### src/rtl/core/mft_pkg.sv
`default_nettype none
// ----------------------------------------------------------------------------
// mft_pkg
// Shared types, codes and constants of the motor feedback tracker.
// ----------------------------------------------------------------------------
package mft_pkg;

   localparam int WINDOW_DEFAULT = 10;

   localparam int ANGLE_W   = 13;
   localparam int SPEED_W   = 16;
   localparam int CURRENT_W = 16;
   localparam int TEMP_W    = 8;
   localparam int IVAL_W    = 16;
   localparam int FILT_W    = 22;
   localparam int ROUNDS_W  = 24;
   localparam int TOTAL_W   = 38;
   localparam int RATE_W    = 17;
   localparam int SUM_W     = 20;
   localparam int CAL_W     = 6;
   localparam int ALIVE_W   = 10;
   localparam int CSR_DATA_W = 10;

   localparam logic [0:0] OP_FRAME = 1'b0;
   localparam logic [0:0] OP_TICK  = 1'b1;

   localparam logic [0:0] CSR_CAL_FRAMES     = 1'b0;
   localparam logic [0:0] CSR_ONLINE_TIMEOUT = 1'b1;

   localparam logic [CAL_W-1:0]   CAL_FRAMES_RESET = 6'd50;
   localparam logic [CAL_W-1:0]   FRAME_COUNT_MAX  = 6'd63;
   localparam logic [ALIVE_W-1:0] TIMEOUT_RESET    = 10'd100;

   localparam logic signed [ANGLE_W:0] HALF_TURN = 14'sd4096;

   // x/5 == (x * 52429) >> 18 for any 16-bit unsigned x
   localparam logic [15:0] RECIP_FIVE  = 16'd52429;
   localparam int          RECIP_SHIFT = 18;

   localparam logic [RATE_W-1:0] RATE_NUM = 17'd100000;

   typedef struct packed {
      logic capture;
      logic tick;
      logic calib;
      logic mult;
      logic update;
      logic div_start;
      logic rate_load;
      logic load_out;
   } cmd_type;

   typedef struct packed {
      logic is_tick;
      logic is_calib;
      logic div_done;
   } status_type;

endpackage
`default_nettype wire

### src/rtl/core/mft_ifs.sv
`default_nettype none
// ----------------------------------------------------------------------------
// mft channel interfaces
// Request, response and register-write channels with valid/ready.
// ----------------------------------------------------------------------------
interface mft_req_if;
   logic                                  valid;
   logic                                  ready;
   logic [0:0]                            operation;
   logic [mft_pkg::ANGLE_W-1:0]           angle_raw;
   logic signed [mft_pkg::SPEED_W-1:0]    speed_raw;
   logic signed [mft_pkg::CURRENT_W-1:0]  current_raw;
   logic [mft_pkg::TEMP_W-1:0]            temperature_raw;
   logic [mft_pkg::IVAL_W-1:0]            interval;

   modport source (output valid, operation, angle_raw, speed_raw, current_raw,
                   temperature_raw, interval, input ready);
   modport sink   (input valid, operation, angle_raw, speed_raw, current_raw,
                   temperature_raw, interval, output ready);
endinterface

interface mft_rsp_if;
   logic                                 valid;
   logic                                 ready;
   logic [mft_pkg::ANGLE_W-1:0]          angle_now;
   logic signed [mft_pkg::SPEED_W-1:0]   speed_now;
   logic signed [mft_pkg::FILT_W-1:0]    current_filtered;
   logic [mft_pkg::TEMP_W-1:0]           temperature;
   logic signed [mft_pkg::ROUNDS_W-1:0]  round_count;
   logic signed [mft_pkg::TOTAL_W-1:0]   multiturn_angle;
   logic                                 online;
   logic [mft_pkg::RATE_W-1:0]           receive_rate;
   logic                                 calibrating;

   modport source (output valid, angle_now, speed_now, current_filtered, temperature,
                   round_count, multiturn_angle, online, receive_rate, calibrating,
                   input ready);
   modport sink   (input valid, angle_now, speed_now, current_filtered, temperature,
                   round_count, multiturn_angle, online, receive_rate, calibrating,
                   output ready);
endinterface

interface mft_csr_if;
   logic                              valid;
   logic                              ready;
   logic [0:0]                        reg_index;
   logic [mft_pkg::CSR_DATA_W-1:0]    wdata;

   modport source (output valid, reg_index, wdata, input ready);
   modport sink   (input valid, reg_index, wdata, output ready);
endinterface
`default_nettype wire

### src/rtl/core/mft_div.sv
`default_nettype none
// ----------------------------------------------------------------------------
// mft_div
// Restoring divider: RATE_NUM / divisor, one quotient bit per cycle.
// ----------------------------------------------------------------------------
module mft_div (
   input  wire logic                          clock,
   input  wire logic                          reset,
   input  wire logic                          start,
   input  wire logic [mft_pkg::SUM_W-1:0]     divisor,
   output logic                               done,
   output logic [mft_pkg::RATE_W-1:0]         quotient
);

   localparam int QW  = mft_pkg::RATE_W;
   localparam int DW  = mft_pkg::SUM_W;
   localparam int CW  = $clog2(QW + 1);

   logic          busy_ff, busy_in;
   logic          done_ff, done_in;
   logic [CW-1:0] cnt_ff, cnt_in;
   logic [DW-1:0] rem_ff, rem_in;
   logic [QW-1:0] quo_ff, quo_in;
   logic [DW-1:0] den_ff, den_in;
   logic [DW:0]   trial;
   logic [DW:0]   diff;

   always_comb begin
      trial   = {rem_ff, quo_ff[QW-1]};
      diff    = trial - {1'b0, den_ff};
      busy_in = busy_ff;
      done_in = 1'b0;
      cnt_in  = cnt_ff;
      rem_in  = rem_ff;
      quo_in  = quo_ff;
      den_in  = den_ff;
      if (start) begin
         busy_in = 1'b1;
         cnt_in  = '0;
         rem_in  = '0;
         quo_in  = mft_pkg::RATE_NUM;
         den_in  = divisor;
      end else if (busy_ff) begin
         if (!diff[DW]) begin
            rem_in = diff[DW-1:0];
            quo_in = {quo_ff[QW-2:0], 1'b1};
         end else begin
            rem_in = trial[DW-1:0];
            quo_in = {quo_ff[QW-2:0], 1'b0};
         end
         cnt_in = cnt_ff + CW'(1);
         if (cnt_ff == CW'(QW - 1)) begin
            busy_in = 1'b0;
            done_in = 1'b1;
         end
      end
   end

   always_ff @(posedge clock) begin
      if (reset) begin
         busy_ff <= 1'b0;
         done_ff <= 1'b0;
         cnt_ff  <= '0;
      end else begin
         busy_ff <= busy_in;
         done_ff <= done_in;
         cnt_ff  <= cnt_in;
      end
      rem_ff <= rem_in;
      quo_ff <= quo_in;
      den_ff <= den_in;
   end

   assign done     = done_ff;
   assign quotient = quo_ff;

endmodule
`default_nettype wire

### src/rtl/core/mft_dpath.sv
`default_nettype none
// ----------------------------------------------------------------------------
// mft_dpath
// Tracker state, current filter, angle unwrap, interval ring and result register.
// ----------------------------------------------------------------------------
module mft_dpath #(
   parameter int WINDOW = mft_pkg::WINDOW_DEFAULT
) (
   input  wire logic                                   clock,
   input  wire logic                                   reset,
   input  wire mft_pkg::cmd_type                       cmd,
   output mft_pkg::status_type                         status,
   input  wire logic                                   csr_write,
   input  wire logic [0:0]                             csr_index,
   input  wire logic [mft_pkg::CSR_DATA_W-1:0]         csr_data,
   input  wire logic [0:0]                             in_operation,
   input  wire logic [mft_pkg::ANGLE_W-1:0]            in_angle,
   input  wire logic signed [mft_pkg::SPEED_W-1:0]     in_speed,
   input  wire logic signed [mft_pkg::CURRENT_W-1:0]   in_current,
   input  wire logic [mft_pkg::TEMP_W-1:0]             in_temp,
   input  wire logic [mft_pkg::IVAL_W-1:0]             in_interval,
   output logic [mft_pkg::ANGLE_W-1:0]                 out_angle,
   output logic signed [mft_pkg::SPEED_W-1:0]          out_speed,
   output logic signed [mft_pkg::FILT_W-1:0]           out_current,
   output logic [mft_pkg::TEMP_W-1:0]                  out_temp,
   output logic signed [mft_pkg::ROUNDS_W-1:0]         out_rounds,
   output logic signed [mft_pkg::TOTAL_W-1:0]          out_total,
   output logic                                        out_online,
   output logic [mft_pkg::RATE_W-1:0]                  out_rate,
   output logic                                        out_calibrating
);

   localparam int POS_W = $clog2(WINDOW);
   localparam int AW    = mft_pkg::ANGLE_W;
   localparam int FW    = mft_pkg::FILT_W;
   localparam int RW    = mft_pkg::ROUNDS_W;
   localparam int TW    = mft_pkg::TOTAL_W;
   localparam int SW    = mft_pkg::SUM_W;
   localparam int IW    = mft_pkg::IVAL_W;
   localparam int QW    = 32 - mft_pkg::RECIP_SHIFT;

   // configuration
   logic [mft_pkg::CAL_W-1:0]   cal_frames_ff;
   logic [mft_pkg::ALIVE_W-1:0] timeout_ff;

   // latched item
   logic [0:0]                          op_ff;
   logic [AW-1:0]                       angle_in_ff;
   logic signed [mft_pkg::SPEED_W-1:0]  speed_in_ff;
   logic [15:0]                         cur_abs_ff;
   logic                                cur_neg_ff;
   logic [mft_pkg::TEMP_W-1:0]          temp_in_ff;
   logic [IW-1:0]                       ival_in_ff;
   logic [31:0]                         prod_ff;

   // tracker state
   logic [AW-1:0]                       angle_ff;
   logic [AW-1:0]                       offset_ff;
   logic [RW-1:0]                       rounds_ff;
   logic [mft_pkg::SPEED_W-1:0]         speed_ff;
   logic [FW-1:0]                       current_ff;
   logic [mft_pkg::TEMP_W-1:0]          temp_ff;
   logic [mft_pkg::CAL_W-1:0]           frame_count_ff;
   logic [mft_pkg::ALIVE_W-1:0]         alive_ff;
   logic                                alive_flag_ff;
   logic [IW-1:0]                       ring_ff [WINDOW];
   logic [POS_W-1:0]                    pos_ff;
   logic                                ring_full_ff;
   logic [SW-1:0]                       sum_ff;
   logic [mft_pkg::RATE_W-1:0]          rate_ff;

   // combinational
   logic [15:0]                         cur_abs_in;
   logic [QW-1:0]                       quot5;
   logic signed [QW-1:0]                step_c;
   logic [FW:0]                         filt_sum;
   logic signed [AW:0]                  angle_diff;
   logic [RW-1:0]                       rounds_in;
   logic [SW-1:0]                       sum_in;
   logic [mft_pkg::ALIVE_W-1:0]         alive_dec;
   logic [TW-1:0]                       total_in;
   logic                                calibrating;
   logic                                div_done;
   logic [mft_pkg::RATE_W-1:0]          div_quo;

   mft_div u_div (
      .clock    (clock),
      .reset    (reset),
      .start    (cmd.div_start),
      .divisor  (sum_ff),
      .done     (div_done),
      .quotient (div_quo)
   );

   always_comb begin
      cur_abs_in = in_current[15] ? 16'(-in_current) : 16'(in_current);
      quot5      = prod_ff[31:mft_pkg::RECIP_SHIFT];
      step_c     = cur_neg_ff ? $signed(quot5) : -$signed(quot5);
      filt_sum   = {current_ff[FW-1], current_ff}
                 + {step_c[QW-1], step_c, 8'b0};
      angle_diff = $signed({1'b0, angle_in_ff}) - $signed({1'b0, angle_ff});
      rounds_in  = rounds_ff;
      if (angle_diff > mft_pkg::HALF_TURN) begin
         rounds_in = rounds_ff - RW'(1);
      end else if (angle_diff < -mft_pkg::HALF_TURN) begin
         rounds_in = rounds_ff + RW'(1);
      end
      sum_in = (ring_full_ff ? sum_ff - SW'(ring_ff[pos_ff]) : sum_ff) + SW'(ival_in_ff);
      alive_dec = (alive_ff != '0) ? alive_ff - mft_pkg::ALIVE_W'(1) : '0;
      total_in  = {rounds_ff[RW-1], rounds_ff, {AW{1'b0}}}
                + TW'(angle_ff) - TW'(offset_ff);
      calibrating = (frame_count_ff <= cal_frames_ff);
   end

   assign status.is_tick  = (op_ff == mft_pkg::OP_TICK);
   assign status.is_calib = calibrating;
   assign status.div_done = div_done;

   always_ff @(posedge clock) begin
      if (reset) begin
         cal_frames_ff  <= mft_pkg::CAL_FRAMES_RESET;
         timeout_ff     <= mft_pkg::TIMEOUT_RESET;
         angle_ff       <= '0;
         offset_ff      <= '0;
         rounds_ff      <= '0;
         speed_ff       <= '0;
         current_ff     <= '0;
         temp_ff        <= '0;
         frame_count_ff <= '0;
         alive_ff       <= '0;
         alive_flag_ff  <= 1'b0;
         pos_ff         <= '0;
         ring_full_ff   <= 1'b0;
         sum_ff         <= '0;
         rate_ff        <= '0;
      end else begin
         if (csr_write) begin
            case (csr_index)
               mft_pkg::CSR_CAL_FRAMES:     cal_frames_ff <= csr_data[mft_pkg::CAL_W-1:0];
               mft_pkg::CSR_ONLINE_TIMEOUT: timeout_ff    <= csr_data;
               default: ;
            endcase
         end
         if (cmd.tick) begin
            alive_ff      <= alive_dec;
            alive_flag_ff <= (alive_dec != '0);
         end
         if (cmd.calib) begin
            angle_ff  <= angle_in_ff;
            offset_ff <= angle_in_ff;
            if (frame_count_ff < mft_pkg::FRAME_COUNT_MAX) begin
               frame_count_ff <= frame_count_ff + mft_pkg::CAL_W'(1);
            end
         end
         if (cmd.update) begin
            angle_ff   <= angle_in_ff;
            speed_ff   <= speed_in_ff;
            current_ff <= filt_sum[FW:1];
            temp_ff    <= temp_in_ff;
            rounds_ff  <= rounds_in;
            alive_ff   <= timeout_ff;
            sum_ff     <= sum_in;
            if (pos_ff == POS_W'(WINDOW - 1)) begin
               pos_ff       <= '0;
               ring_full_ff <= 1'b1;
            end else begin
               pos_ff <= pos_ff + POS_W'(1);
            end
         end
         if (cmd.rate_load) begin
            rate_ff <= (sum_ff == '0) ? '0 : div_quo;
         end
      end
   end

   always_ff @(posedge clock) begin
      if (cmd.capture) begin
         op_ff       <= in_operation;
         angle_in_ff <= in_angle;
         speed_in_ff <= in_speed;
         cur_abs_ff  <= cur_abs_in;
         cur_neg_ff  <= in_current[15];
         temp_in_ff  <= in_temp;
         ival_in_ff  <= in_interval;
      end
      if (cmd.mult) begin
         prod_ff <= 32'(cur_abs_ff) * 32'(mft_pkg::RECIP_FIVE);
      end
      if (cmd.update) begin
         ring_ff[pos_ff] <= ival_in_ff;
      end
      if (cmd.load_out) begin
         out_angle       <= angle_ff;
         out_speed       <= speed_ff;
         out_current     <= current_ff;
         out_temp        <= temp_ff;
         out_rounds      <= rounds_ff;
         out_total       <= total_in;
         out_online      <= alive_flag_ff;
         out_rate        <= rate_ff;
         out_calibrating <= calibrating;
      end
   end

endmodule
`default_nettype wire

### src/rtl/core/mft_ctrl.sv
`default_nettype none
// ----------------------------------------------------------------------------
// mft_ctrl
// Sequencer: item capture, frame/tick dispatch, divide wait, result transfer.
// ----------------------------------------------------------------------------
module mft_ctrl (
   input  wire logic                 clock,
   input  wire logic                 reset,
   input  wire logic                 req_valid,
   output logic                      req_ready,
   output logic                      rsp_valid,
   input  wire logic                 rsp_ready,
   output mft_pkg::cmd_type          cmd,
   input  wire mft_pkg::status_type  status
);

   typedef enum logic [2:0] {
      IDLE,
      DISPATCH,
      UPDATE,
      DIV_START,
      DIV_WAIT,
      RESULT
   } state_type;

   state_type state_ff, state_in;
   logic      rsp_valid_ff, rsp_valid_in;
   logic      out_free;

   always_comb begin
      cmd          = '0;
      state_in     = state_ff;
      rsp_valid_in = rsp_valid_ff && !rsp_ready;
      out_free     = !rsp_valid_ff || rsp_ready;
      case (state_ff)
         IDLE: begin
            if (req_valid) begin
               cmd.capture = 1'b1;
               state_in    = DISPATCH;
            end
         end
         DISPATCH: begin
            if (status.is_tick) begin
               cmd.tick = 1'b1;
               state_in = RESULT;
            end else if (status.is_calib) begin
               cmd.calib = 1'b1;
               state_in  = RESULT;
            end else begin
               cmd.mult = 1'b1;
               state_in = UPDATE;
            end
         end
         UPDATE: begin
            cmd.update = 1'b1;
            state_in   = DIV_START;
         end
         DIV_START: begin
            cmd.div_start = 1'b1;
            state_in      = DIV_WAIT;
         end
         DIV_WAIT: begin
            if (status.div_done) begin
               cmd.rate_load = 1'b1;
               state_in      = RESULT;
            end
         end
         RESULT: begin
            if (out_free) begin
               cmd.load_out = 1'b1;
               rsp_valid_in = 1'b1;
               state_in     = IDLE;
            end
         end
         default: state_in = IDLE;
      endcase
   end

   always_ff @(posedge clock) begin
      if (reset) begin
         state_ff     <= IDLE;
         rsp_valid_ff <= 1'b0;
      end else begin
         state_ff     <= state_in;
         rsp_valid_ff <= rsp_valid_in;
      end
   end

   assign req_ready = (state_ff == IDLE);
   assign rsp_valid = rsp_valid_ff;

endmodule
`default_nettype wire

### src/rtl/core/motor_feedback_tracker_unit.sv
`default_nettype none
// ----------------------------------------------------------------------------
// motor_feedback_tracker_unit
// Single-motor feedback tracker: offset capture, angle unwrap, current
// low-pass, online timeout and receive-rate averaging.
// ----------------------------------------------------------------------------
// One item is worked at a time and each gives one result. A tick or a
// calibration frame goes from capture through dispatch to the result load; a
// measured frame goes through capture, dispatch, update, divider start and
// divider wait to its result load, with the 17-step restoring divider
// that forms 100000 / interval_sum. A new item is taken while the previous
// result still waits in the output register; a result that is not taken stalls
// the next item at its last step. Register writes on the csr channel are taken
// every cycle and must only be issued while the block is idle.
module motor_feedback_tracker_unit #(
   parameter int WINDOW = mft_pkg::WINDOW_DEFAULT
) (
   input  wire logic  clock,
   input  wire logic  reset,
   mft_req_if.sink    req_bus,
   mft_rsp_if.source  rsp_bus,
   mft_csr_if.sink    csr_bus
);

   mft_pkg::cmd_type    cmd;
   mft_pkg::status_type status;
   logic                req_ready;
   logic                rsp_valid;

   mft_ctrl u_ctrl (
      .clock     (clock),
      .reset     (reset),
      .req_valid (req_bus.valid),
      .req_ready (req_ready),
      .rsp_valid (rsp_valid),
      .rsp_ready (rsp_bus.ready),
      .cmd       (cmd),
      .status    (status)
   );

   mft_dpath #(
      .WINDOW (WINDOW)
   ) u_dpath (
      .clock           (clock),
      .reset           (reset),
      .cmd             (cmd),
      .status          (status),
      .csr_write       (csr_bus.valid),
      .csr_index       (csr_bus.reg_index),
      .csr_data        (csr_bus.wdata),
      .in_operation    (req_bus.operation),
      .in_angle        (req_bus.angle_raw),
      .in_speed        (req_bus.speed_raw),
      .in_current      (req_bus.current_raw),
      .in_temp         (req_bus.temperature_raw),
      .in_interval     (req_bus.interval),
      .out_angle       (rsp_bus.angle_now),
      .out_speed       (rsp_bus.speed_now),
      .out_current     (rsp_bus.current_filtered),
      .out_temp        (rsp_bus.temperature),
      .out_rounds      (rsp_bus.round_count),
      .out_total       (rsp_bus.multiturn_angle),
      .out_online      (rsp_bus.online),
      .out_rate        (rsp_bus.receive_rate),
      .out_calibrating (rsp_bus.calibrating)
   );

   assign req_bus.ready = req_ready;
   assign rsp_bus.valid = rsp_valid;
   assign csr_bus.ready = 1'b1;

   a_one_in_flight: assert property (@(posedge clock) disable iff (reset)
      req_bus.valid && req_ready |=> !req_ready)
      else $error("item accepted while previous item in flight");

   a_load_shows_result: assert property (@(posedge clock) disable iff (reset)
      cmd.load_out |=> rsp_valid)
      else $error("result load did not raise response valid");

   a_valid_from_load: assert property (@(posedge clock) disable iff (reset)
      $rose(rsp_valid) |-> $past(cmd.load_out))
      else $error("response valid rose without a result load");

   a_no_restart_on_done: assert property (@(posedge clock) disable iff (reset)
      status.div_done |-> !cmd.div_start)
      else $error("divider restarted on completion");

endmodule
`default_nettype wire

### src/flat_wrapper.sv
// flat-port wrapper written by rule: the top's interface ports become plain ports
module motor_feedback_tracker_unit_flat 
#(
   parameter int WINDOW = mft_pkg::WINDOW_DEFAULT
)
  (clock, reset, req_bus_valid, req_bus_operation, req_bus_angle_raw, req_bus_speed_raw, req_bus_current_raw, req_bus_temperature_raw, req_bus_interval, req_bus_ready, rsp_bus_valid, rsp_bus_angle_now, rsp_bus_speed_now, rsp_bus_current_filtered, rsp_bus_temperature, rsp_bus_round_count, rsp_bus_multiturn_angle, rsp_bus_online, rsp_bus_receive_rate, rsp_bus_calibrating, rsp_bus_ready, csr_bus_valid, csr_bus_reg_index, csr_bus_wdata, csr_bus_ready);
  mft_req_if req_bus_i ();
  mft_rsp_if rsp_bus_i ();
  mft_csr_if csr_bus_i ();
  input  wire logic clock;
  input  wire logic reset;
  input wire logic [$bits(req_bus_i.valid)-1:0] req_bus_valid;
  input wire logic [$bits(req_bus_i.operation)-1:0] req_bus_operation;
  input wire logic [$bits(req_bus_i.angle_raw)-1:0] req_bus_angle_raw;
  input wire logic [$bits(req_bus_i.speed_raw)-1:0] req_bus_speed_raw;
  input wire logic [$bits(req_bus_i.current_raw)-1:0] req_bus_current_raw;
  input wire logic [$bits(req_bus_i.temperature_raw)-1:0] req_bus_temperature_raw;
  input wire logic [$bits(req_bus_i.interval)-1:0] req_bus_interval;
  output wire logic [$bits(req_bus_i.ready)-1:0] req_bus_ready;
  output wire logic [$bits(rsp_bus_i.valid)-1:0] rsp_bus_valid;
  output wire logic [$bits(rsp_bus_i.angle_now)-1:0] rsp_bus_angle_now;
  output wire logic [$bits(rsp_bus_i.speed_now)-1:0] rsp_bus_speed_now;
  output wire logic [$bits(rsp_bus_i.current_filtered)-1:0] rsp_bus_current_filtered;
  output wire logic [$bits(rsp_bus_i.temperature)-1:0] rsp_bus_temperature;
  output wire logic [$bits(rsp_bus_i.round_count)-1:0] rsp_bus_round_count;
  output wire logic [$bits(rsp_bus_i.multiturn_angle)-1:0] rsp_bus_multiturn_angle;
  output wire logic [$bits(rsp_bus_i.online)-1:0] rsp_bus_online;
  output wire logic [$bits(rsp_bus_i.receive_rate)-1:0] rsp_bus_receive_rate;
  output wire logic [$bits(rsp_bus_i.calibrating)-1:0] rsp_bus_calibrating;
  input wire logic [$bits(rsp_bus_i.ready)-1:0] rsp_bus_ready;
  input wire logic [$bits(csr_bus_i.valid)-1:0] csr_bus_valid;
  input wire logic [$bits(csr_bus_i.reg_index)-1:0] csr_bus_reg_index;
  input wire logic [$bits(csr_bus_i.wdata)-1:0] csr_bus_wdata;
  output wire logic [$bits(csr_bus_i.ready)-1:0] csr_bus_ready;
  assign req_bus_i.valid = req_bus_valid;
  assign req_bus_i.operation = req_bus_operation;
  assign req_bus_i.angle_raw = req_bus_angle_raw;
  assign req_bus_i.speed_raw = req_bus_speed_raw;
  assign req_bus_i.current_raw = req_bus_current_raw;
  assign req_bus_i.temperature_raw = req_bus_temperature_raw;
  assign req_bus_i.interval = req_bus_interval;
  assign req_bus_ready = req_bus_i.ready;
  assign rsp_bus_valid = rsp_bus_i.valid;
  assign rsp_bus_angle_now = rsp_bus_i.angle_now;
  assign rsp_bus_speed_now = rsp_bus_i.speed_now;
  assign rsp_bus_current_filtered = rsp_bus_i.current_filtered;
  assign rsp_bus_temperature = rsp_bus_i.temperature;
  assign rsp_bus_round_count = rsp_bus_i.round_count;
  assign rsp_bus_multiturn_angle = rsp_bus_i.multiturn_angle;
  assign rsp_bus_online = rsp_bus_i.online;
  assign rsp_bus_receive_rate = rsp_bus_i.receive_rate;
  assign rsp_bus_calibrating = rsp_bus_i.calibrating;
  assign rsp_bus_i.ready = rsp_bus_ready;
  assign csr_bus_i.valid = csr_bus_valid;
  assign csr_bus_i.reg_index = csr_bus_reg_index;
  assign csr_bus_i.wdata = csr_bus_wdata;
  assign csr_bus_ready = csr_bus_i.ready;
  motor_feedback_tracker_unit #(.WINDOW(WINDOW)) u_core (.clock(clock), .reset(reset), .req_bus(req_bus_i), .rsp_bus(rsp_bus_i), .csr_bus(csr_bus_i));
endmodule
### config.mk
export PLATFORM = sky130hd
export DESIGN_NAME = motor_feedback_tracker_unit_flat
export DESIGN_NICKNAME = d
export VERILOG_FILES = /design/src/rtl/core/mft_pkg.sv /design/src/rtl/core/mft_ifs.sv /design/src/rtl/core/mft_div.sv /design/src/rtl/core/mft_dpath.sv /design/src/rtl/core/mft_ctrl.sv /design/src/rtl/core/motor_feedback_tracker_unit.sv /design/src/flat_wrapper.sv
export SDC_FILE = /design/constraint.sdc
export NUM_CORES = 1
export LEC_CHECK = 0
export ABC_AREA = 0
export BUFFER_PORTS_ARGS = -buffer_cell sky130_fd_sc_hd__buf_4
export CORE_MARGIN = 2
export CORE_UTILIZATION = 50
export DETAILED_ROUTE_END_ITERATION = 8
export PLACE_DENSITY_LB_ADDON = 0.25
export SYNTH_ARGS = -nofsm -noshare
export SYNTH_HDL_FRONTEND = slang
export SYNTH_HIERARCHICAL = 1
export SYNTH_SLANG_ARGS = --single-unit
### constraint.sdc
create_clock -name clock -period 18.7 [get_ports clock]
set_input_delay 3.74 -clock clock [delete_from_list [all_inputs] [get_ports clock]]
set_output_delay 3.74 -clock clock [all_outputs]
set_load 0.01 [all_outputs]
Word-level counts from Yosys, hierarchy flattened. Memories as Yosys holds them, arrays and structs flattened. A register that Yosys moved wholly into a read port is not among the register bits. Cells that the tools add are included.

Word-level logic and storage cells: 136. Memory bits (writable): 160. Input port bits: 86. Register bits: 482. Memories kept: 1.

Memories: u_core.u_dpath.ring_ff (words 10, bits a word 16, rd ports 1, clocked after Yosys merged registers in 1, wr ports 1, RTL line mft_dpath.sv:66) `logic [IW-1:0] ring_ff [WINDOW];`.

Reductions and logical operators: 19. Eq/ne operators: 10. Muxes and demuxes: 43. Bitwise logic cells: 2. Multiply operators: 1. Order comparisons: 4. Add/sub/neg operators: 15.

Operator list (count): 24-bit 2-to-1 mux (2); 20-bit 2-to-1 mux (2); 37-bit by 14-bit adder with 38-bit output (1); 38-bit by 13-bit subtractor with 38-bit output (1); 16-bit by 16-bit multiplier with 32-bit output, second input constant (1); 10-bit 2-to-1 mux (3); 13-bit 2-to-1 mux (2); 24-bit by 1-bit adder with 24-bit output, second input constant (1); 24-bit by 1-bit subtractor with 24-bit output, second input constant (1); 22-bit by 22-bit adder with 23-bit output (1); 21-bit by 20-bit subtractor with 21-bit output (1); 20-bit by 16-bit adder with 20-bit output (1); 20-bit zero test (1); 1-bit 2-to-1 mux (20); 10-bit nonzero test (2); 20-bit by 16-bit subtractor with 20-bit output (1); 3-bit 2-to-1 mux (6); 3-bit one-hot mux with 6 select lines (1); 17-bit 2-to-1 mux (1); 16-bit negator (1); 15-bit 2-to-1 mux (1); 14-bit greater-than comparator, second input constant (1); 14-bit by 13-bit < comparator with 1-bit output, second input constant (1); 14-bit 2-to-1 mux (1); 26 further kinds (40).

Depth between registers and ports, before layout. Gate-level depths: netlist of run 1.

Word-level depth: 6. Mapped depth: 25. Gate-level depth less buffers: 24.

By module. Netlist of run 1, hierarchy kept.

By module, submodules not included: mft_dpath (area an instance 29354.4 um^2, instances 1, cells an instance 2448); mft_div (area an instance 3469.6 um^2, instances 1, cells an instance 373); mft_ctrl (area an instance 285.3 um^2, instances 1, cells an instance 38); motor_feedback_tracker_unit (area an instance 11.3 um^2, instances 1, cells an instance 2).

Worst setup path after synthesis of run 1. OpenSTA, ideal clock, no wires.

Kind: input to register. Start: in rsp_bus_ready. End: reg u_core/u_dpath/out_angle[0] (netlist bit) (enable). Arrival: 9.636 ns. Path buffers: 0. Required time: 18.056 ns. Path slack: 8.420 ns. Stages on the path: 2. Cell sequence: nor2b_1 -> nor2_1.

RTL lines: from (decl) (RTL line flat_wrapper.sv:30) `input wire logic [$bits(rsp_bus_i.ready)-1:0] rsp_bus_ready;`; to (signal assigned) (RTL line mft_dpath.sv:193) `out_angle <= angle_ff;`; to (decl) (RTL line mft_dpath.sv:22) `output logic [mft_pkg::ANGLE_W-1:0] out_angle,`.

Worst setup path after layout of run 1.
Start: reg u_core.u_dpath.cur_abs_ff[4]. End: reg u_core.u_dpath.prod_ff[25], data pin.

Longest elaborated chain between the ends: 1.

RTL lines: from (decl) (RTL line mft_dpath.sv:50) `logic [15:0] cur_abs_ff;`; from (signal assigned) (RTL line mft_dpath.sv:181) `cur_abs_ff <= cur_abs_in;`; 16-bit by 16-bit multiplier with 32-bit output (RTL line mft_dpath.sv:187) `prod_ff <= 32'(cur_abs_ff) * 32'(mft_pkg::RECIP_FIVE);`; to (signal assigned) (RTL line mft_dpath.sv:187); to (decl) (RTL line mft_dpath.sv:54) `logic [31:0] prod_ff;`.

No other way between the ends. A chain may end at the register's enable or synchronous reset.

==> results of run 1 <==
[metal layers]
| layer | vias to the layer above | part of all wire |
|---|---|---|
| met5 | - | 0.00069 |
| met4 | 8 | 0.015 |
| met3 | 86 | 0.059 |
| met2 | 506 | 0.46 |
| met1 | 10654 | 0.46 |
| li1 | 10642 | - |
[worst max-delay path by stage]
stage / from / end / slack [ps] / cells past startpoint
floorplan: rsp_bus_ready / u_core/u_dpath/out_angle[0] / 8420 / 2
global placement: rsp_bus_ready / u_core/u_dpath/out_current[7] / 12660 / 5
detailed placement: rsp_bus_ready / u_core/u_dpath/out_speed[5] / 12600 / 5
CTS: u_core/u_dpath/cur_abs_ff[5] / u_core/u_dpath/prod_ff[25] / 12570 / 16
global route: flop / u_core/u_dpath/sum_ff[19] / 11980 / 25
finish: u_core/u_dpath/cur_abs_ff[4] / u_core/u_dpath/prod_ff[25] / 12540 / 16
[worst max-delay path: stages, from the launching register on]
cell and delay [ps]:
edfxtp_1 520, ha_1 410, inv_1 80, fa_1 510
fa_1 540, fa_1 530, fa_1 550, inv_1 60
fa_1 470, ha_1 360, and3_1 190, nor4bb_1 550
o21a_1 250, o21ai_0 120, a21boi_0 470, mux2i_1 240
nand2_1 70
[report_power, final]
part	internal (W)	switching, W	total [W]	leakage (nW)
Clock	0.000794	0.000575	0.00137	1.11
Sequential	0.00163	0.0000542	0.00169	5.52
Combinational	0.000878	0.00112	0.00200	8.81
[cells in the final DEF (no fill, tap or decap), types with 14 or more instances in the layout]
cell type  count
inv_1        256
o21a_1        26
nand3_1       25
nor3_1        51
o31ai_1       14
or3_1         21
buf_4        244
mux2i_1      134
o21ai_0       75
nor2b_1       43
a21o_1        35
nand2b_1      28
dfxtp_1      220
xor2_1        59
clkbuf_16     70
xnor2_1       96
edfxtp_1     405
a21oi_1      157
mux2_2        29
nor2_1       268
mux4_2        32
fa_1          87
a31oi_1       14
a211oi_1      24
nand2_1      194
ha_1         257
[metrics by stage]
stage / total power (W) / util / cells
6_report: 0.00505 / 0.580 / 4006
5_1_grt: 0.00544 / 0.580 / 4006
4_1_cts: 0.00510 / 0.580 / 4006
3_5_place_dp: 0.00371 / 0.544 / 3880
3_3_place_gp: 0.00365 / 0.544 / 3880
2_1_floorplan: 0.00324 / - / 2861
[cell usage after synthesis, types with 55 or more instances]
cell type / number
a21oi_1: 157
clkbuf_1: 59
dfxtp_1: 223
edfxtp_1: 405
fa_1: 87
ha_1: 257
inv_1: 256
mux2i_1: 134
nand2_1: 194
nor2_1: 275
nor3_1: 55
o21ai_0: 75
xnor2_1: 96
xor2_1: 59
[state kept, by name, indices dropped and copies added (netlist names), 17 cells and up, named ones only]
signal / flops
u_core/u_dpath/ring_ff: 160
u_core/u_dpath/u_div/den_ff: 20
u_core/u_dpath/u_div/rem_ff: 20
u_core/u_dpath/rate_ff: 17
u_core/u_dpath/u_div/quotient: 17
u_core/u_dpath/out_current: 22
u_core/u_dpath/out_rounds: 24
u_core/u_dpath/out_rate: 17
u_core/u_dpath/sum_ff: 20
u_core/u_dpath/rounds_ff: 24
u_core/u_dpath/out_total: 38
u_core/u_dpath/current_ff: 22
[final cells by class]
cell class | count | area, um2
repair buffers | 245 | 1840
clock inverters | 39 | 425
multi-input cells | 1885 | 15200
clock buffers | 87 | 1880
inverters | 258 | 968
well taps | 864 | 1080
fillers | 5350 | 27600
flip-flops and latches | 628 | 16600
[cells by family after synthesis]
group,after synthesis,synth area share
AOI/OAI and AO/OA,456,0.0897
other,1,0.000113
and+or+nand+nor,730,0.103
DFF,628,0.502
adders and majority gates,344,0.150
muxes,197,0.0728
xor gates and xnor gates,157,0.0420
buffers and inverters,348,0.0411
==> impl_metrics.yaml, run 1 <==
clock_network:
  numCtsBuffers: 68
  path_clk_slew_ps: 60
  cts_setup_buffers: 0
  clock_latency_ps: 610
  cts_buffer_depth: 3
  cts_max_level: 3
  hold_buffers: 0
  cts_root_buffer: "clkbuf_16"
  cts_sinks: 628
  tritoncts: "yes"
  ctsResizeCount: 0
timing:
  tns_ps: 0
  worst_pin_slew_ps: 1180
  hold-worst-slack_ps: 426
  setup_viol: 0
  skew_ps: 22.1
  maxSlewHeadroom: 0.214
  finalHoldViolations: 0
  finalCritPeriodShare: 0.330
  slew_viol_final: 0
  worst_slack_ps: 12540
  timing.fmax_mhz: 162
  rsz0062_at_grt: "no"
  fin_crit_ps: 6160
die:
  rows: 94
  start_util: 0.505
  coreArea_um2: 65600
  die_w_um: 261
  num_io_pins: 229
  die_area_um2: 68300
  dieHeight_um: 261
logic_synthesis:
  avgSynthCellArea_um2: 11.6
  ys_seq_elements: 628
  synthesis.area_um2: 33100
  synth_area_leaders: "edfxtp_1 (37%), dfxtp_1 (13%), ha_1 (9.7%)"
  synth.lib_cells_used.distinct: 94
  async_flop_share: 0
  syn_inst: 2861
  synth-edff-count: 405
  synth.top_cell.area_share: 0.367
  synth_top_area_cell: "edfxtp_1"
  yosys_warnings: 6
  ys.flop_type: "edfxtp_1"
  synth_seq_area_share: 0.502
  syn_nets: 3291
global_route:
  grt.overflow.total: 0
  grt_antenna_before_repair: 4
  grt_use_met1: 0.297
  globalRouteTotalUtil: 0.213
  use_met3: 0.0452
  grt-busiest-layer: "met2"
  grt_max_degree: 89
  grt_pass1_wl_um: 116000
  met2_usage: 0.342
  grt_pass1_vias: 21781
pwr:
  p_per_area_nw_per_um2: 133
  p_leak_nw: 15.4
  ir_worst_vdd_mv: 0.206
critical_path:
  worstRegToRegCells: 16
  rrSetupSlack_ps: 12540
  path_class: "reg2reg"
  reg2reg_from: "u_core/u_dpath/cur_abs_ff[4]"
  cp.arrival_ps: 6520
  cp.required_ps: 19060
  path_max_fanout: 6
  critPathLaunchType: "flop"
  end_kind: "flop"
  r2r-end: "u_core/u_dpath/prod_ff[25]"
worst_hold_path:
  hold_path_depth: 0
  min-delay-start: "u_core/u_dpath/rate_ff[3]"
  whs_endpoint: "u_core/u_dpath/out_rate[3]"
  min_path_type: "reg2reg"
layout:
  drive_above_1_share: 0.149
  area_growth_pct: 14.8
  antennaDiodeCount: 0
  design_area_um2: 38000
  fin_nets: 3516
outcome:
  status: "finished, final reports clean"
drt:
  dr.pass1.iters: 5
  postRouteWirelength_um: 72700
  drt-vias-per-instance: 5.47
  wl_per_cell_um: 18.2
  first_iter_violations: 1324
  drc: 0
  ant_nets: 0
  via_count: 21896
job:
  maxCapViolCount: 0
placed_design:
  gp_congestion: 0.902
  hpwlAfterDp_um: 51800
  preCtsSetupSlack_ps: 12600
  place_area_um2: 35700
  portBuffers: 227
(Power assumes the default switching activity.)
==> run 2: changes to the inputs <==
- clock period: 18.7 -> 6.4 ns (I/O delays scaled with it)
==> run 2 against run 1 <==
  * Total power increased to 3.0 times the previous value
  * Wire length decreased by 0.57%
  * Non-clock buffer count increased by 4
  * Die area unchanged
  * Largest cell class unchanged
==> impl_metrics.yaml, run 2 (synthesis results as in run 1) <==
placed_design:
  gp_congestion: 0.913
  place_area_um2: 35800
  hpwlAfterDp_um: 52400
  portBuffers: 227
layout:
  layout_commonest_cell: "edfxtp_1"
  fill_cells: 5370
  drive_above_1_share: 0.152
  fin_util: 0.584
  final_cell_mix: "edfxtp_1 (405), nor2_1 (268), ha_1 (257)"
  regMostFlops: "u_core/u_dpath/ring_ff"
  fin_nets: 3522
  final-seq-area_um2: 16600
  design_area_um2: 38300
  top_regs: "u_core/u_dpath/ring_ff: 160 flops, u_core/u_dpath/out_total: 38 flops"
  area_growth_pct: 15.6
  multiInputGateArea_um2: 15200
  largest_reg_flops: 160
die:
  num_io_pins: 229
  rows: 94
  die_area_um2: 68300
  start_util: 0.505
  coreArea_um2: 65600
  die_w_um: 261
  dieHeight_um: 261
drt:
  first_iter_violations: 1511
  dr.pass1.iters: 5
  postRouteWirelength_um: 72300
  wl_per_cell_um: 18.0
  drt-vias-per-instance: 5.43
  ant_nets: 0
  via_count: 21810
  drc: 0
critical_path:
  cp.required_ps: 6740
  worstRegToRegCells: 19
  r2r-end: "u_core/u_dpath/prod_ff[30]"
  path_cells: "ha_1 -> xor2_1 -> ha_1 -> fa_1 -> fa_1 -> fa_1 -> inv_1 -> fa_1 -> inv_1 -> ha_1 -> a21o_1 -> a21oi_1 -> o21ai_0 -> a221o_1 -> o21ai_1 -> a21oi_1 -> or3_1 -> a21oi_1 -> xnor2_1"
  path_class: "reg2reg"
  cp.arrival_ps: 6430
  rrSetupSlack_ps: 310
  end_kind: "flop"
  reg2reg_from: "u_core/u_dpath/cur_abs_ff[2]"
  critPathMaxStageDelay_ps: 580
  critPathLaunchType: "flop"
  crit_top_cell: "fa_1"
  path_max_fanout: 5
  crit_slowest_cell: "fa_1"
global_route:
  grt_antenna_before_repair: 0
  grt_max_degree: 140
  grt_pass1_wl_um: 115000
  grt.overflow.total: 0
  globalRouteTotalUtil: 0.213
  grt_pass1_vias: 21906
job:
  maxCapViolCount: 0
timing:
  rsz0062_at_grt: "no"
  hold-worst-slack_ps: 425
  finalCritPeriodShare: 0.951
  slew_viol_final: 0
  worst_pin_slew_ps: 1170
  fin_crit_ps: 6090
  finalHoldViolations: 0
  timing.fmax_mhz: 164
  maxSlewHeadroom: 0.216
  setup_viol: 0
  skew_ps: 48.4
  tns_ps: 0
worst_hold_path:
  whs_endpoint: "u_core/u_dpath/out_rate[0]"
  min_path_type: "reg2reg"
  min-delay-start: "u_core/u_dpath/rate_ff[0]"
  hold_path_depth: 0
pwr:
  p_leak_nw: 15.6
  ir_worst_vdd_mv: 0.516
  p_per_area_nw_per_um2: 395
  p_total_w: 0.0151
clock_network:
  clock_latency_ps: 620
  cts_max_level: 3
  cts_sinks: 628
  cts_buffer_depth: 3
  numCtsBuffers: 70
  tritoncts: "yes"
  cts_root_buffer: "clkbuf_16"
  path_clk_slew_ps: 60
  hold_buffers: 0
outcome:
  status: "finished, final reports clean"
[run 2: critical path: cells and delay by family, from the launching register on]
kind,cells,cell delay (ps)
AO/OA/AOI/OAI,7,1390
XOR/XNOR,2,270
adder cells (fa/ha/maj),7,3170
buffers and inverters,2,120
flip-flops,1,490
AND/OR/NAND/NOR,1,410
[run 2: report_power, final]
part           switching [W]  total (W)  internal [W]
registers           0.000155    0.00492       0.00477
logic                0.00334    0.00593       0.00259
clock network        0.00165    0.00427       0.00262
[run 2: metal layers]
metal | wire length [um] | GRT usage | vias to the layer above
li1 | - | - | 10641
met1 | 33100 | 0.293 | 10517
met5 | 0 | 0 | -
met4 | 1450 | 0.0592 | 0
met2 | 33500 | 0.346 | 557
met3 | 4260 | 0.0392 | 95
[run 2: final cells by class]
class | count | share of cell area
multi-input combinational | 1885 | 0.397
inverter | 258 | 0.0253
antenna | 1 | 0.0000653
clock inverter | 35 | 0.0135
tap | 864 | 0.0282
clock buffer | 93 | 0.0520
timing repair buffer | 249 | 0.0496
sequential | 628 | 0.434
[run 2: through the flow]
step                worst slack, ps  instances
finish                          313       4013
global route                   6.68       4012
CTS                             323       4010
detailed placement              332       3882
global placement                422       3882
floorplan                       777       2861
[run 2: worst max-delay path by stage]
stage                                      start                         end  slack [ps]  cells past startpoint
finish              u_core/u_dpath/cur_abs_ff[2]  u_core/u_dpath/prod_ff[30]         310                     19
detailed placement  u_core/u_dpath/cur_abs_ff[4]  u_core/u_dpath/prod_ff[25]         330                     16
global route                                flop   u_core/u_dpath/sum_ff[19]           7                     24
CTS                 u_core/u_dpath/cur_abs_ff[4]  u_core/u_dpath/prod_ff[25]         320                     16
floorplan           u_core/u_dpath/cur_abs_ff[1]  u_core/u_dpath/prod_ff[30]         780                     19
global placement    u_core/u_dpath/cur_abs_ff[1]  u_core/u_dpath/prod_ff[30]         420                     19
[run 2: what timing repair did]
action	4_1_cts	5_1_grt
setup buffers	0	2
resized for setup	0	1
endpoints found under the setup margin	0	2
==> run 3: changes to the inputs <==
- CORE_UTILIZATION: 50 -> 60
==> run 3 against run 2 <==
  * Sequential cell count stayed put
  * Non-clock buffer count decreased by 3
  * Cell count fell by 4.2%
  * Clock power down 11%
  * Core utilization is 10 points higher
  * Die area shrank 16%
  * First-iteration DRC count fell by 8.3%
  * Setup slack gained 7.1 ps
  * Hold slack got worse by 1.3 ps
==> impl_metrics.yaml, run 3 (synthesis results as in run 1) <==
outcome:
  status: "finished, final reports clean"
pwr:
  p_total_w: 0.0147
  power.switching_w: 0.00514
  p_leak_nw: 15.4
  ir_worst_vdd_mv: 0.727
  p_per_area_nw_per_um2: 390
  seqPwrFrac: 0.335
  p_sw_frac: 0.349
  clockPowerShare: 0.257
  p_comb_frac: 0.408
  intPower_w: 0.00957
layout:
  top_regs: "u_core/u_dpath/ring_ff: 160 flops, u_core/u_dpath/out_total: 38 flops"
  largest_reg_flops: 160
  final_cell_mix: "edfxtp_1 (405), nor2_1 (268), ha_1 (257)"
  layout_commonest_cell: "edfxtp_1"
  area_growth_pct: 13.9
  drive_above_1_share: 0.146
  multiInputGateArea_um2: 15200
  fill_cells: 3998
  fin_nets: 3515
  regMostFlops: "u_core/u_dpath/ring_ff"
  final-seq-area_um2: 16600
timing:
  fin_crit_ps: 6080
  setup_viol: 0
  maxSlewHeadroom: 0.157
  timing.fmax_mhz: 164
  worst_pin_slew_ps: 1260
  tns_ps: 0
  finalHoldViolations: 0
  slew_viol_final: 0
  skew_ps: 20.4
  rsz0062_at_grt: "no"
  finalCritPeriodShare: 0.950
  worst_slack_ps: 321
drt:
  drc: 0
  drt-vias-per-instance: 5.76
  dr.pass1.iters: 7
  via_count: 22130
  postRouteWirelength_um: 73000
  wl_per_cell_um: 19.0
  first_iter_violations: 1385
  ant_nets: 0
critical_path:
  path_max_fanout: 5
  r2r-end: "u_core/u_dpath/prod_ff[30]"
  path_class: "reg2reg"
  end_kind: "flop"
  cp.arrival_ps: 6430
  reg2reg_from: "u_core/u_dpath/cur_abs_ff[1]"
  worstRegToRegCells: 19
  rrSetupSlack_ps: 320
  critPathLaunchType: "flop"
  cp.required_ps: 6750
die:
  die_w_um: 239
  coreArea_um2: 54900
  num_io_pins: 229
  die_area_um2: 57100
  start_util: 0.604
  dieHeight_um: 239
  rows: 86
placed_design:
  hpwlAfterDp_um: 51900
  gp_congestion: 0.922
  portBuffers: 227
  preCtsSetupSlack_ps: 334
global_route:
  grt_pass1_wl_um: 116000
  globalRouteTotalUtil: 0.257
  grt_antenna_before_repair: 4
  grt_max_degree: 130
  grt.overflow.total: 0
  grt_pass1_vias: 21993
worst_hold_path:
  whs_endpoint: "u_core/u_dpath/out_rate[3]"
  min_path_type: "reg2reg"
  min-delay-start: "u_core/u_dpath/rate_ff[3]"
  hold_path_depth: 0
clock_network:
  tritoncts: "yes"
  numCtsBuffers: 66
  clock_latency_ps: 610
  cts_max_level: 3
  cts_sinks: 628
  cts_root_buffer: "clkbuf_16"
  cts_buffer_depth: 3
  path_clk_slew_ps: 60
job:
  maxCapViolCount: 0
==> run 3: power groups by stage <==
stage / sequential (W) / combinational (W) / clock (W)
4_1_cts: 0.00492 / 0.00603 / 0.00385
3_3_place_gp: 0.00499 / 0.00569 / 0
3_5_place_dp: 0.00500 / 0.00590 / 0
6_report: 0.00492 / 0.00601 / 0.00378
5_1_grt: 0.00494 / 0.00683 / 0.00401
2_1_floorplan: 0.00498 / 0.00447 / 0
==> run 3: how the worst max path moves through the flow <==
stage,startpoint,end,slack (ps),cells after the start
after CTS,u_core/u_dpath/cur_abs_ff[4],u_core/u_dpath/prod_ff[25],310,16
after global placement,u_core/u_dpath/cur_abs_ff[5],u_core/u_dpath/prod_ff[25],460,16
after floorplan,u_core/u_dpath/cur_abs_ff[1],u_core/u_dpath/prod_ff[30],780,19
final,u_core/u_dpath/cur_abs_ff[1],u_core/u_dpath/prod_ff[30],320,19
after detailed placement,u_core/u_dpath/cur_abs_ff[1],u_core/u_dpath/prod_ff[30],330,19
after global routing,flop,u_core/u_dpath/sum_ff[19],10,23
==> run 3: routing by layer <==
metal | track usage | share of wire | vias to the layer above | wire length, um
met5 | 0 | 0.00018 | - | 13
met4 | 0.0754 | 0.022 | 2 | 1620
met3 | 0.0419 | 0.054 | 131 | 3950
met2 | 0.437 | 0.49 | 608 | 35900
met1 | 0.341 | 0.43 | 10757 | 31500
li1 | - | - | 10632 | -
==> run 3: layout make-up <==
cell class | count | share of cell area
sequential | 628 | 0.441
timing repair buffer | 246 | 0.0497
clock inverter | 27 | 0.00776
clock buffer | 93 | 0.0489
multi-input combinational | 1885 | 0.403
antenna | 3 | 0.000199
inverter | 258 | 0.0257
tap | 704 | 0.0234
==> run 3: critical path, stage by stage (launching register included) <==
cell and delay (ps):
edfxtp_1 470, ha_1 400, xor2_1 170, ha_1 300
fa_1 520, fa_1 530, fa_1 550, inv_1 60
fa_1 520, inv_1 50, ha_1 330, a21o_1 200
a21oi_1 120, o21ai_0 160, a221o_1 400, o21ai_1 200
a21oi_1 140, or3_1 410, a21oi_1 210, xnor2_1 90
==> run 3: metrics by stage <==
stage          instance area (um2)  hold WS [ps]  instances  utilization
3_3_place_gp                 35600           410       3721        0.648
5_1_grt                      37700           432       3844        0.687
3_5_place_dp                 35600           409       3721        0.648
6_report                     37700           423       3844        0.687
4_1_cts                      37700           423       3841        0.687
2_1_floorplan                33100           401       2861            -
==> run 3: what timing repair did <==
item / in CTS / in global routing
resized for setup: 0 / 1
setup buffers: 0 / 0
setup endpoints to repair: 0 / 2
hold buffers: 0 / 0
